===== src/hdl/rau_pkg.sv =====
// rau_pkg: shared types and codes for the rational arithmetic unit
`timescale 1ns / 1ps
package rau_pkg;
    typedef enum logic [3:0] {
        OP_ADD = 4'd0, OP_SUB = 4'd1, OP_MUL = 4'd2, OP_DIV = 4'd3,
        OP_EQ  = 4'd4, OP_NEQ = 4'd5, OP_GT  = 4'd6, OP_LT  = 4'd7,
        OP_GE  = 4'd8, OP_LE  = 4'd9
    } op_t;

    localparam logic [1:0] ST_OK   = 2'd0;
    localparam logic [1:0] ST_DIV0 = 2'd1;
    localparam logic [1:0] ST_OVF  = 2'd2;

    // datapath step selectors
    typedef enum logic [2:0] {
        DP_LOAD, DP_MUL, DP_SUM, DP_GCD, DP_DIVN, DP_DIVD, DP_IDLE
    } dp_cmd_t;

    typedef struct packed {
        dp_cmd_t cmd;
    } dp_ctrl_t;

    typedef struct packed {
        logic mul_done;
        logic gcd_done;
        logic div_done;
    } dp_stat_t;
endpackage


===== src/hdl/rau_datapath.sv =====
// rau_datapath: shift-add multiplier, binary gcd and restoring divider
`timescale 1ns / 1ps
module rau_datapath #(
    parameter int VALUE_WIDTH = 32
) (
    input  logic                        aclk,
    input  rau_pkg::dp_ctrl_t           ctrl,
    output rau_pkg::dp_stat_t           stat,
    input  logic [3:0]                  op_in,
    input  logic signed [VALUE_WIDTH-1:0] an_in,
    input  logic [VALUE_WIDTH-2:0]      ad_in,
    input  logic signed [VALUE_WIDTH-1:0] bn_in,
    input  logic [VALUE_WIDTH-2:0]      bd_in,
    output logic signed [VALUE_WIDTH-1:0] res_num,
    output logic [VALUE_WIDTH-2:0]      res_den,
    output logic                        truth,
    output logic [1:0]                  status
);
    localparam int W  = VALUE_WIDTH;
    localparam int PW = 2 * W;
    localparam int CW = $clog2(PW + 1);

    logic [3:0]    op_reg;
    logic          an_neg_reg, bn_neg_reg;
    logic [W-1:0]  am_reg, bm_reg;
    logic [W-2:0]  ad_reg, bd_reg;
    logic          bad_reg, bz_reg;
    // four products with shared counter: pa, pb, den, and mul/div numerator
    logic [PW-1:0] pa_reg, pb_reg, pd_reg, pn_reg;
    logic [CW-1:0] cnt_reg;
    logic          sneg_reg;
    logic [PW-1:0] nm_reg, dm_reg;
    logic [PW-1:0] gx_reg, gy_reg;
    logic [CW-1:0] gk_reg;
    logic [PW-1:0] q_reg, r_reg;
    logic [PW-1:0] qn_reg;

    logic [W-1:0]  an_mag, bn_mag;
    logic [W-1:0]  adx, bdx;
    logic [$clog2(W)-1:0] mbit;
    logic [PW:0]   spa, spb, ssum;
    logic [PW-1:0] smag;
    logic [PW:0]   r_try;

    assign an_mag = an_in[W-1] ? W'(-an_in) : W'(an_in);
    assign bn_mag = bn_in[W-1] ? W'(-bn_in) : W'(bn_in);

    // denominators widened so every multiplier bit has an index
    assign adx  = {1'b0, ad_reg};
    assign bdx  = {1'b0, bd_reg};
    assign mbit = cnt_reg[$clog2(W)-1:0];

    // signed cross products from magnitudes
    assign spa = an_neg_reg ? (PW+1)'(-{1'b0, pa_reg}) : {1'b0, pa_reg};
    assign spb = bn_neg_reg ? (PW+1)'(-{1'b0, pb_reg}) : {1'b0, pb_reg};
    assign ssum = (op_reg == rau_pkg::OP_ADD) ? spa + spb : spa - spb;
    assign smag = ssum[PW] ? PW'(-ssum) : ssum[PW-1:0];

    assign r_try = {r_reg, q_reg[PW-1]} - {1'b0, gx_reg};

    assign stat.mul_done = (cnt_reg == CW'(W));
    assign stat.gcd_done = (gy_reg == '0);
    assign stat.div_done = (cnt_reg == CW'(PW));

    always_ff @(posedge aclk) begin
        unique case (ctrl.cmd)
            rau_pkg::DP_LOAD: begin
                op_reg     <= op_in;
                an_neg_reg <= an_in[W-1];
                bn_neg_reg <= bn_in[W-1];
                am_reg     <= an_mag;
                bm_reg     <= bn_mag;
                ad_reg     <= ad_in;
                bd_reg     <= bd_in;
                bad_reg    <= (ad_in == '0) || (bd_in == '0);
                bz_reg     <= (bn_in == '0);
                pa_reg <= '0; pb_reg <= '0; pd_reg <= '0; pn_reg <= '0;
                cnt_reg    <= '0;
            end
            rau_pkg::DP_MUL: begin
                // one multiplier bit per cycle, lsb first
                if (cnt_reg < CW'(W)) begin
                    if (bdx[mbit])
                        pa_reg <= pa_reg + (PW'(am_reg) << mbit);
                    if (adx[mbit])
                        pb_reg <= pb_reg + (PW'(bm_reg) << mbit);
                    if (op_reg == rau_pkg::OP_DIV) begin
                        if (bm_reg[mbit])
                            pd_reg <= pd_reg + (PW'(ad_reg) << mbit);
                        if (bdx[mbit])
                            pn_reg <= pn_reg + (PW'(am_reg) << mbit);
                    end else begin
                        if (bdx[mbit])
                            pd_reg <= pd_reg + (PW'(ad_reg) << mbit);
                        if (bm_reg[mbit])
                            pn_reg <= pn_reg + (PW'(am_reg) << mbit);
                    end
                    cnt_reg <= cnt_reg + 1'b1;
                end
            end
            rau_pkg::DP_SUM: begin
                if (op_reg == rau_pkg::OP_ADD || op_reg == rau_pkg::OP_SUB) begin
                    sneg_reg <= ssum[PW];
                    nm_reg   <= smag;
                    gx_reg   <= smag;
                end else begin
                    sneg_reg <= an_neg_reg ^ bn_neg_reg;
                    nm_reg   <= pn_reg;
                    gx_reg   <= pn_reg;
                end
                dm_reg <= pd_reg;
                gy_reg <= pd_reg;
                gk_reg <= '0;
            end
            rau_pkg::DP_GCD: begin
                // binary gcd, one step per cycle
                if (gx_reg == '0) begin
                    gx_reg <= gy_reg;
                    gy_reg <= '0;
                end else if (!gx_reg[0] && !gy_reg[0]) begin
                    gx_reg <= gx_reg >> 1;
                    gy_reg <= gy_reg >> 1;
                    gk_reg <= gk_reg + 1'b1;
                end else if (!gx_reg[0]) begin
                    gx_reg <= gx_reg >> 1;
                end else if (!gy_reg[0]) begin
                    gy_reg <= gy_reg >> 1;
                end else if (gx_reg >= gy_reg) begin
                    gx_reg <= (gx_reg - gy_reg) >> 1;
                end else begin
                    gy_reg <= (gy_reg - gx_reg) >> 1;
                end
                if (gy_reg == '0 || (gx_reg == '0)) begin
                    q_reg   <= '0;
                    cnt_reg <= '0;
                end
                if (gy_reg == '0) begin
                    gx_reg  <= gx_reg << gk_reg;
                    q_reg   <= nm_reg;
                    r_reg   <= '0;
                end
            end
            rau_pkg::DP_DIVN, rau_pkg::DP_DIVD: begin
                // restoring division by the gcd held in gx_reg
                if (!r_try[PW]) begin
                    r_reg <= r_try[PW-1:0];
                    q_reg <= {q_reg[PW-2:0], 1'b1};
                end else begin
                    r_reg <= {r_reg[PW-2:0], q_reg[PW-1]};
                    q_reg <= {q_reg[PW-2:0], 1'b0};
                end
                cnt_reg <= cnt_reg + 1'b1;
                if (cnt_reg == CW'(PW)) begin
                    cnt_reg <= '0;
                    r_reg   <= '0;
                    if (ctrl.cmd == rau_pkg::DP_DIVN) begin
                        qn_reg <= q_reg;
                        q_reg  <= dm_reg;
                    end else begin
                        dm_reg <= q_reg;
                    end
                end
            end
            default: ;
        endcase
    end

    // result selection
    logic [PW-1:0] lim;
    logic          arith, cmpop, ovf, zero;
    logic signed [PW:0] pa_s, pb_s;
    always_comb begin
        lim    = (PW'(1) << (W - 1)) - 1'b1;
        arith  = op_reg <= 4'(rau_pkg::OP_DIV);
        cmpop  = (op_reg >= 4'(rau_pkg::OP_EQ)) && (op_reg <= 4'(rau_pkg::OP_LE));
        zero   = nm_reg == '0;
        ovf    = !zero && ((dm_reg > lim) || (qn_reg > (sneg_reg ? lim + 1'b1 : lim)));
        pa_s   = $signed(spa);
        pb_s   = $signed(spb);
        res_num = '0;
        res_den = '0;
        truth   = 1'b0;
        status  = rau_pkg::ST_OK;
        if (!arith && !cmpop) begin
        end else if (bad_reg) begin
            status = rau_pkg::ST_DIV0;
        end else if (cmpop) begin
            unique case (op_reg)
                4'(rau_pkg::OP_EQ):  truth = pa_s == pb_s;
                4'(rau_pkg::OP_NEQ): truth = pa_s != pb_s;
                4'(rau_pkg::OP_GT):  truth = pa_s > pb_s;
                4'(rau_pkg::OP_LT):  truth = pa_s < pb_s;
                4'(rau_pkg::OP_GE):  truth = pa_s >= pb_s;
                default:             truth = pa_s <= pb_s;
            endcase
        end else if (op_reg == 4'(rau_pkg::OP_DIV) && bz_reg) begin
            status = rau_pkg::ST_DIV0;
        end else if (zero) begin
            res_den = (W-1)'(1);
        end else if (ovf) begin
            status = rau_pkg::ST_OVF;
        end else begin
            res_num = sneg_reg ? W'(-qn_reg) : W'(qn_reg);
            res_den = dm_reg[W-2:0];
        end
    end
endmodule


===== src/hdl/rau_ctrl.sv =====
// rau_ctrl: sequencer for the rational arithmetic unit
`timescale 1ns / 1ps
module rau_ctrl (
    input  logic              aclk,
    input  logic              aresetn,
    input  logic              s_valid,
    output logic              s_ready,
    output logic              m_valid,
    input  logic              m_ready,
    input  rau_pkg::dp_stat_t stat,
    output rau_pkg::dp_ctrl_t ctrl
);
    typedef enum logic [2:0] {S_IDLE, S_MUL, S_SUM, S_GCD, S_DIVN, S_DIVD, S_OUT} state_t;
    state_t state_reg;

    assign s_ready = (state_reg == S_IDLE);
    assign m_valid = (state_reg == S_OUT);

    always_comb begin
        unique case (state_reg)
            S_IDLE:  ctrl.cmd = (s_valid) ? rau_pkg::DP_LOAD : rau_pkg::DP_IDLE;
            S_MUL:   ctrl.cmd = rau_pkg::DP_MUL;
            S_SUM:   ctrl.cmd = rau_pkg::DP_SUM;
            S_GCD:   ctrl.cmd = rau_pkg::DP_GCD;
            S_DIVN:  ctrl.cmd = rau_pkg::DP_DIVN;
            S_DIVD:  ctrl.cmd = rau_pkg::DP_DIVD;
            default: ctrl.cmd = rau_pkg::DP_IDLE;
        endcase
    end

    always_ff @(posedge aclk) begin
        if (!aresetn) begin
            state_reg <= S_IDLE;
        end else begin
            unique case (state_reg)
                S_IDLE: if (s_valid) state_reg <= S_MUL;
                S_MUL:  if (stat.mul_done) state_reg <= S_SUM;
                S_SUM:  state_reg <= S_GCD;
                S_GCD:  if (stat.gcd_done) state_reg <= S_DIVN;
                S_DIVN: if (stat.div_done) state_reg <= S_DIVD;
                S_DIVD: if (stat.div_done) state_reg <= S_OUT;
                default: if (m_ready) state_reg <= S_IDLE;
            endcase
        end
    end
endmodule


===== src/hdl/rational_arithmetic_unit.sv =====
// rational_arithmetic_unit: top level of the fraction add/sub/mul/div/compare unit
`timescale 1ns / 1ps
// usage
//   request channel s_*: op and two fractions a_num/a_den, b_num/b_den
//   result channel m_*: res_num/res_den in lowest terms, truth, status
//   one request is worked at a time; s_ready is high only when idle
// sequence
//   after the accepting edge the sequencer runs the shift-add products,
//   a sum step, the binary gcd, whose length is data dependent, and two
//   restoring divisions, numerator then denominator, then raises m_valid
// next request
//   a new request is taken in idle, entered once the result has left
// stalls
//   the result is held in the datapath registers with m_valid high until
//   m_ready; no new request is taken meanwhile
// reset
//   aresetn is synchronous, active low; returns the sequencer to idle
// status
//   0 ok, 1 division by zero fraction or zero denominator, 2 overflow
module rational_arithmetic_unit #(
    parameter int VALUE_WIDTH = 32
) (
    input  logic                 aclk,
    input  logic                 aresetn,
    input  logic                 s_valid,
    output logic                 s_ready,
    input  logic [3:0]           s_op,
    input  logic signed [31:0]   s_a_num,
    input  logic [30:0]          s_a_den,
    input  logic signed [31:0]   s_b_num,
    input  logic [30:0]          s_b_den,
    output logic                 m_valid,
    input  logic                 m_ready,
    output logic signed [31:0]   m_res_num,
    output logic [30:0]          m_res_den,
    output logic                 m_truth,
    output logic [1:0]           m_status
);
    rau_pkg::dp_ctrl_t ctrl;
    rau_pkg::dp_stat_t stat;
    logic signed [VALUE_WIDTH-1:0] rn;
    logic [VALUE_WIDTH-2:0]        rd;

    rau_ctrl u_ctrl (
        .aclk, .aresetn, .s_valid, .s_ready, .m_valid, .m_ready,
        .stat, .ctrl
    );

    // operands truncated to the configured width
    rau_datapath #(.VALUE_WIDTH(VALUE_WIDTH)) u_dp (
        .aclk, .ctrl, .stat,
        .op_in (s_op),
        .an_in (s_a_num[VALUE_WIDTH-1:0]),
        .ad_in (s_a_den[VALUE_WIDTH-2:0]),
        .bn_in (s_b_num[VALUE_WIDTH-1:0]),
        .bd_in (s_b_den[VALUE_WIDTH-2:0]),
        .res_num (rn),
        .res_den (rd),
        .truth   (m_truth),
        .status  (m_status)
    );

    assign m_res_num = 32'(rn);
    assign m_res_den = 31'(rd);
endmodule

===== config.mk =====
export PLATFORM = sky130hd
export DESIGN_NAME = rational_arithmetic_unit
export DESIGN_NICKNAME = d
export VERILOG_FILES = /design/src/hdl/rau_pkg.sv /design/src/hdl/rau_datapath.sv /design/src/hdl/rau_ctrl.sv /design/src/hdl/rational_arithmetic_unit.sv
export SDC_FILE = /design/constraint.sdc
export NUM_CORES = 2
export LEC_CHECK = 0
export ABC_AREA = 1
export ABC_CLOCK_PERIOD_IN_PS = 18000
export BUFFER_PORTS_ARGS = -buffer_cell sky130_fd_sc_hd__buf_2
export CORE_MARGIN = 2
export CORE_UTILIZATION = 30
export DETAILED_ROUTE_END_ITERATION = 12
export PLACE_DENSITY = 0.41
export SLEW_MARGIN = 25
export SYNTH_ARGS = -nofsm -noshare
export SYNTH_HDL_FRONTEND = slang
export SYNTH_SLANG_ARGS = --single-unit

===== constraint.sdc =====
create_clock -name aclk -period 18 [get_ports aclk]
set_input_delay 1.8 -clock aclk [delete_from_list [all_inputs] [get_ports aclk]]
set_output_delay 1.8 -clock aclk [all_outputs]
set_load 0.02 [all_outputs]

==> key figures <==
Route
  • Highest routed layer: met4
  • Via Count: a little over 100k
  • Drt drc: 0
  • Met2 routed WL: approximately 220000 um
  • Post-DR vias/cell: around 5.4
  • Wl on met1: between 200000 and 250000 um
  • Routed WL: slightly above 500000 um
  • Post-detailed-route count of antenna-violating nets: 0
  • 1st-pass router iterations: 10
  • WL/cell: between 20 and 30 um
  • Iteration-0 DRC Markers: 10900
  • DR WL met3: around 32000 um

Timing
  • Setup total negative slack: 0 ps
  • Final setup margin: around 8400 ps
  • Count of final setup violators: 0
  • Worst-Margin Slew: between 1000 and 1500 ps
  • Final hold violations: 0
  • Final worst-path cycle share: a little over half
  • Slew margin rel.: about a quarter
  • Peak Freq: 104 MHz
  • Layout Skew: ~150 ps
  • Min Tclk post-route: around 9600 ps
  • Max-slew violations: 0
  • RSZ-0062 raised after global routing: false

Placement
  • Placed insts: around 18000
  • DP Worst Slack: slightly above 9000 ps
  • Port-buffer cells: about 200
  • Placer Congestion: 1.02
  • Post-DP HPWL: between 400000 and 500000 um

GRT
  • Gr ovfl total: 0
  • Vias in the first global route: ~94000
  • Antenna violations before repair: 21
  • First-pass GRT wire length: about 700000 um
  • Total global-route track usage: a little under a third
  • Largest net degree at the start of global routing: between 100 and 150

Logic synthesis
  • Mapped Area: around 0.095 mm^2
  • Post-Syn Instances: between 10000 and 15000
  • Top_reg_cell synth: edfxtp_1
  • Seq cells post-synth: 856
  • YS warnings: 0
  • Ys async rst share: 0%
  • Post-synth cell types: slightly below 80
  • Syn nets: approximately 15000
  • Post-synth EDFFs: 853
  • Seq/Total Area, Yosys: 27.1%
  • Avg Cell Area, Syn: roughly 6.5 um^2

Critical path
  • FF-to-FF End: u_dp.gx_reg[9]$_DFFE_PP_
  • Crit path to: m_truth
  • Maximum fanout along the worst path: 9
  • First element of the critical path: u_dp.pa_reg[1]$_SDFFCE_PN0P_
  • Critical path depth in cells: 34
  • Buf+Inv Stages, Crit Path: 5
  • Type of the worst setup path: reg -> out
  • Crit path max-delay family: simple AND/OR/NAND/NOR gates
  • Crit-path slowest cell: ha_1
  • Max incr delay on CP: between 400 and 500 ps
  • Worst Setup Start Kind: flip-flop
  • Flop2flop setup slack: 10330 ps
  • Worst reg2reg path depth: 36
  • Crit-path most repeated cell: nand2_1
  • Critical path arrival: just under 8000 ps
  • Crit path capture type: output port
  • RR Startpoint: u_dp.pa_reg[1]$_SDFFCE_PN0P_
  • CP required: ~16000 ps

Floorplan
  • Core ar.: 0.314 mm^2
  • Die height: around 570 um
  • Die Width: approximately 570 um
  • Starting Density: 30.1%
  • Row count: a little over 200
  • I/O Pins: between 200 and 250
  • Die area: between 0.3 and 0.4 mm^2

Clocking
  • CTS root buf: clkbuf_16
  • CTS tree: done
  • Cts-stage hold buffer count: 0
  • Number of CTS-inserted buffers: roughly 120
  • Clk sink count: between 800 and 900
  • Clock tree buffer depth: 4
  • CTS HTree Levels: 3
  • Post CTS Setup Buffer Count: 0
  • CTS resizes: 0
  • Worst-Skew Late Latency: 940 ps
  • Clock transition at path regs: about 60 ps

Outcome
  • Status: finished clean

Cells and area
  • Fin util: 33.0%
  • Most common cell after layout, fill and taps aside: nand2_1
  • Layout cell share with drive strength beyond 1: around 4.7%
  • Most frequent cells in the layout: 3324 x nand2_1, 2184 x inv_1, 1550 x nor2_1
  • Nets@finish: between 15000 and 20000
  • FILL cells: roughly 35000
  • P&R area growth vs syn: 9.63%
  • Post-route insts no fill: ~19000

Run
  • Max Cap Viol: 0

Hold path
  • Hold Crit Class: reg -> reg
worst min-delay path by stage:
stage / from / end / slack, ps / depth (start not counted)
after floorplan: u_dp.q_reg[0]$_DFFE_PP_ / u_dp.qn_reg[0]$_DFFE_PP_ / 450 / 0
after global placement: u_dp.q_reg[41]$_DFFE_PP_ / u_dp.qn_reg[41]$_DFFE_PP_ / 470 / 0
after detailed placement: u_dp.q_reg[57]$_DFFE_PP_ / u_dp.qn_reg[57]$_DFFE_PP_ / 470 / 0
after CTS: u_dp.q_reg[41]$_DFFE_PP_ / u_dp.qn_reg[41]$_DFFE_PP_ / 480 / 0
after global routing: u_dp.q_reg[57]$_DFFE_PP_ / u_dp.qn_reg[57]$_DFFE_PP_ / 490 / 0
final: u_dp.q_reg[41]$_DFFE_PP_ / u_dp.qn_reg[41]$_DFFE_PP_ / 480 / 0
synthesized netlist by cell type (47+ instances only):
library cell	n	area, um^2
clkbuf_1	322	1210
o21a_1	131	983
o211ai_1	78	586
nand2_1	3327	12500
a21oi_1	1252	6270
nand3_1	645	3230
o21ai_1	47	235
inv_1	2191	8220
xor2_1	281	2460
nand4_1	139	870
nor4_1	135	845
xnor2_1	171	1500
nor2_1	1562	5860
o21ai_0	1299	6500
buf_2	72	360
a31oi_1	191	1190
buf_1	66	248
nor3_1	211	1060
o221ai_1	147	1290
mux2i_1	162	1620
ha_1	616	7710
edfxtp_1	853	25600
metal layers:
metal	up-vias	GRT usage, %
met3	620	3.88
met4	0	11.9
met2	3676	46.9
met1	47900	43.0
met5	-	0
li1	48300	-
cell families after synthesis:
| logic type | after synthesis | synth area share, % |
|---|---|---|
| AND/OR/NAND/NOR | 6180 | 26.9 |
| AO/OA/AOI/OAI | 3469 | 20.8 |
| buffers and inverters | 2709 | 11.0 |
| flip-flops | 856 | 27.1 |
| adder cells (fa/ha/maj) | 625 | 8.33 |
| XOR/XNOR | 452 | 4.18 |
| multiplexers | 162 | 1.71 |
layout make-up:
cell class                 count  area [um^2]  share of cell area (%)
antenna                       10         25.0                  0.0241
sequential                   856        25700                    24.7
multi-input combinational  10900        58900                    56.7
clock buffer                 137         3020                    2.91
clock inverter                75          733                   0.707
timing repair buffer         319         1890                    1.82
inverter                    2220         8350                    8.05
tap                         4160         5200                    5.02
stage by stage:
stage | area (um^2) | hold slack (ps)
global route | 104000 | 494
CTS | 104000 | 480
finish | 104000 | 480
floorplan | 94600 | 451
detailed placement | 100000 | 470
global placement | 100000 | 469
Power is not shown: default switching activity piles up to over one toggle a cycle in this logic, so the estimate is an artifact.
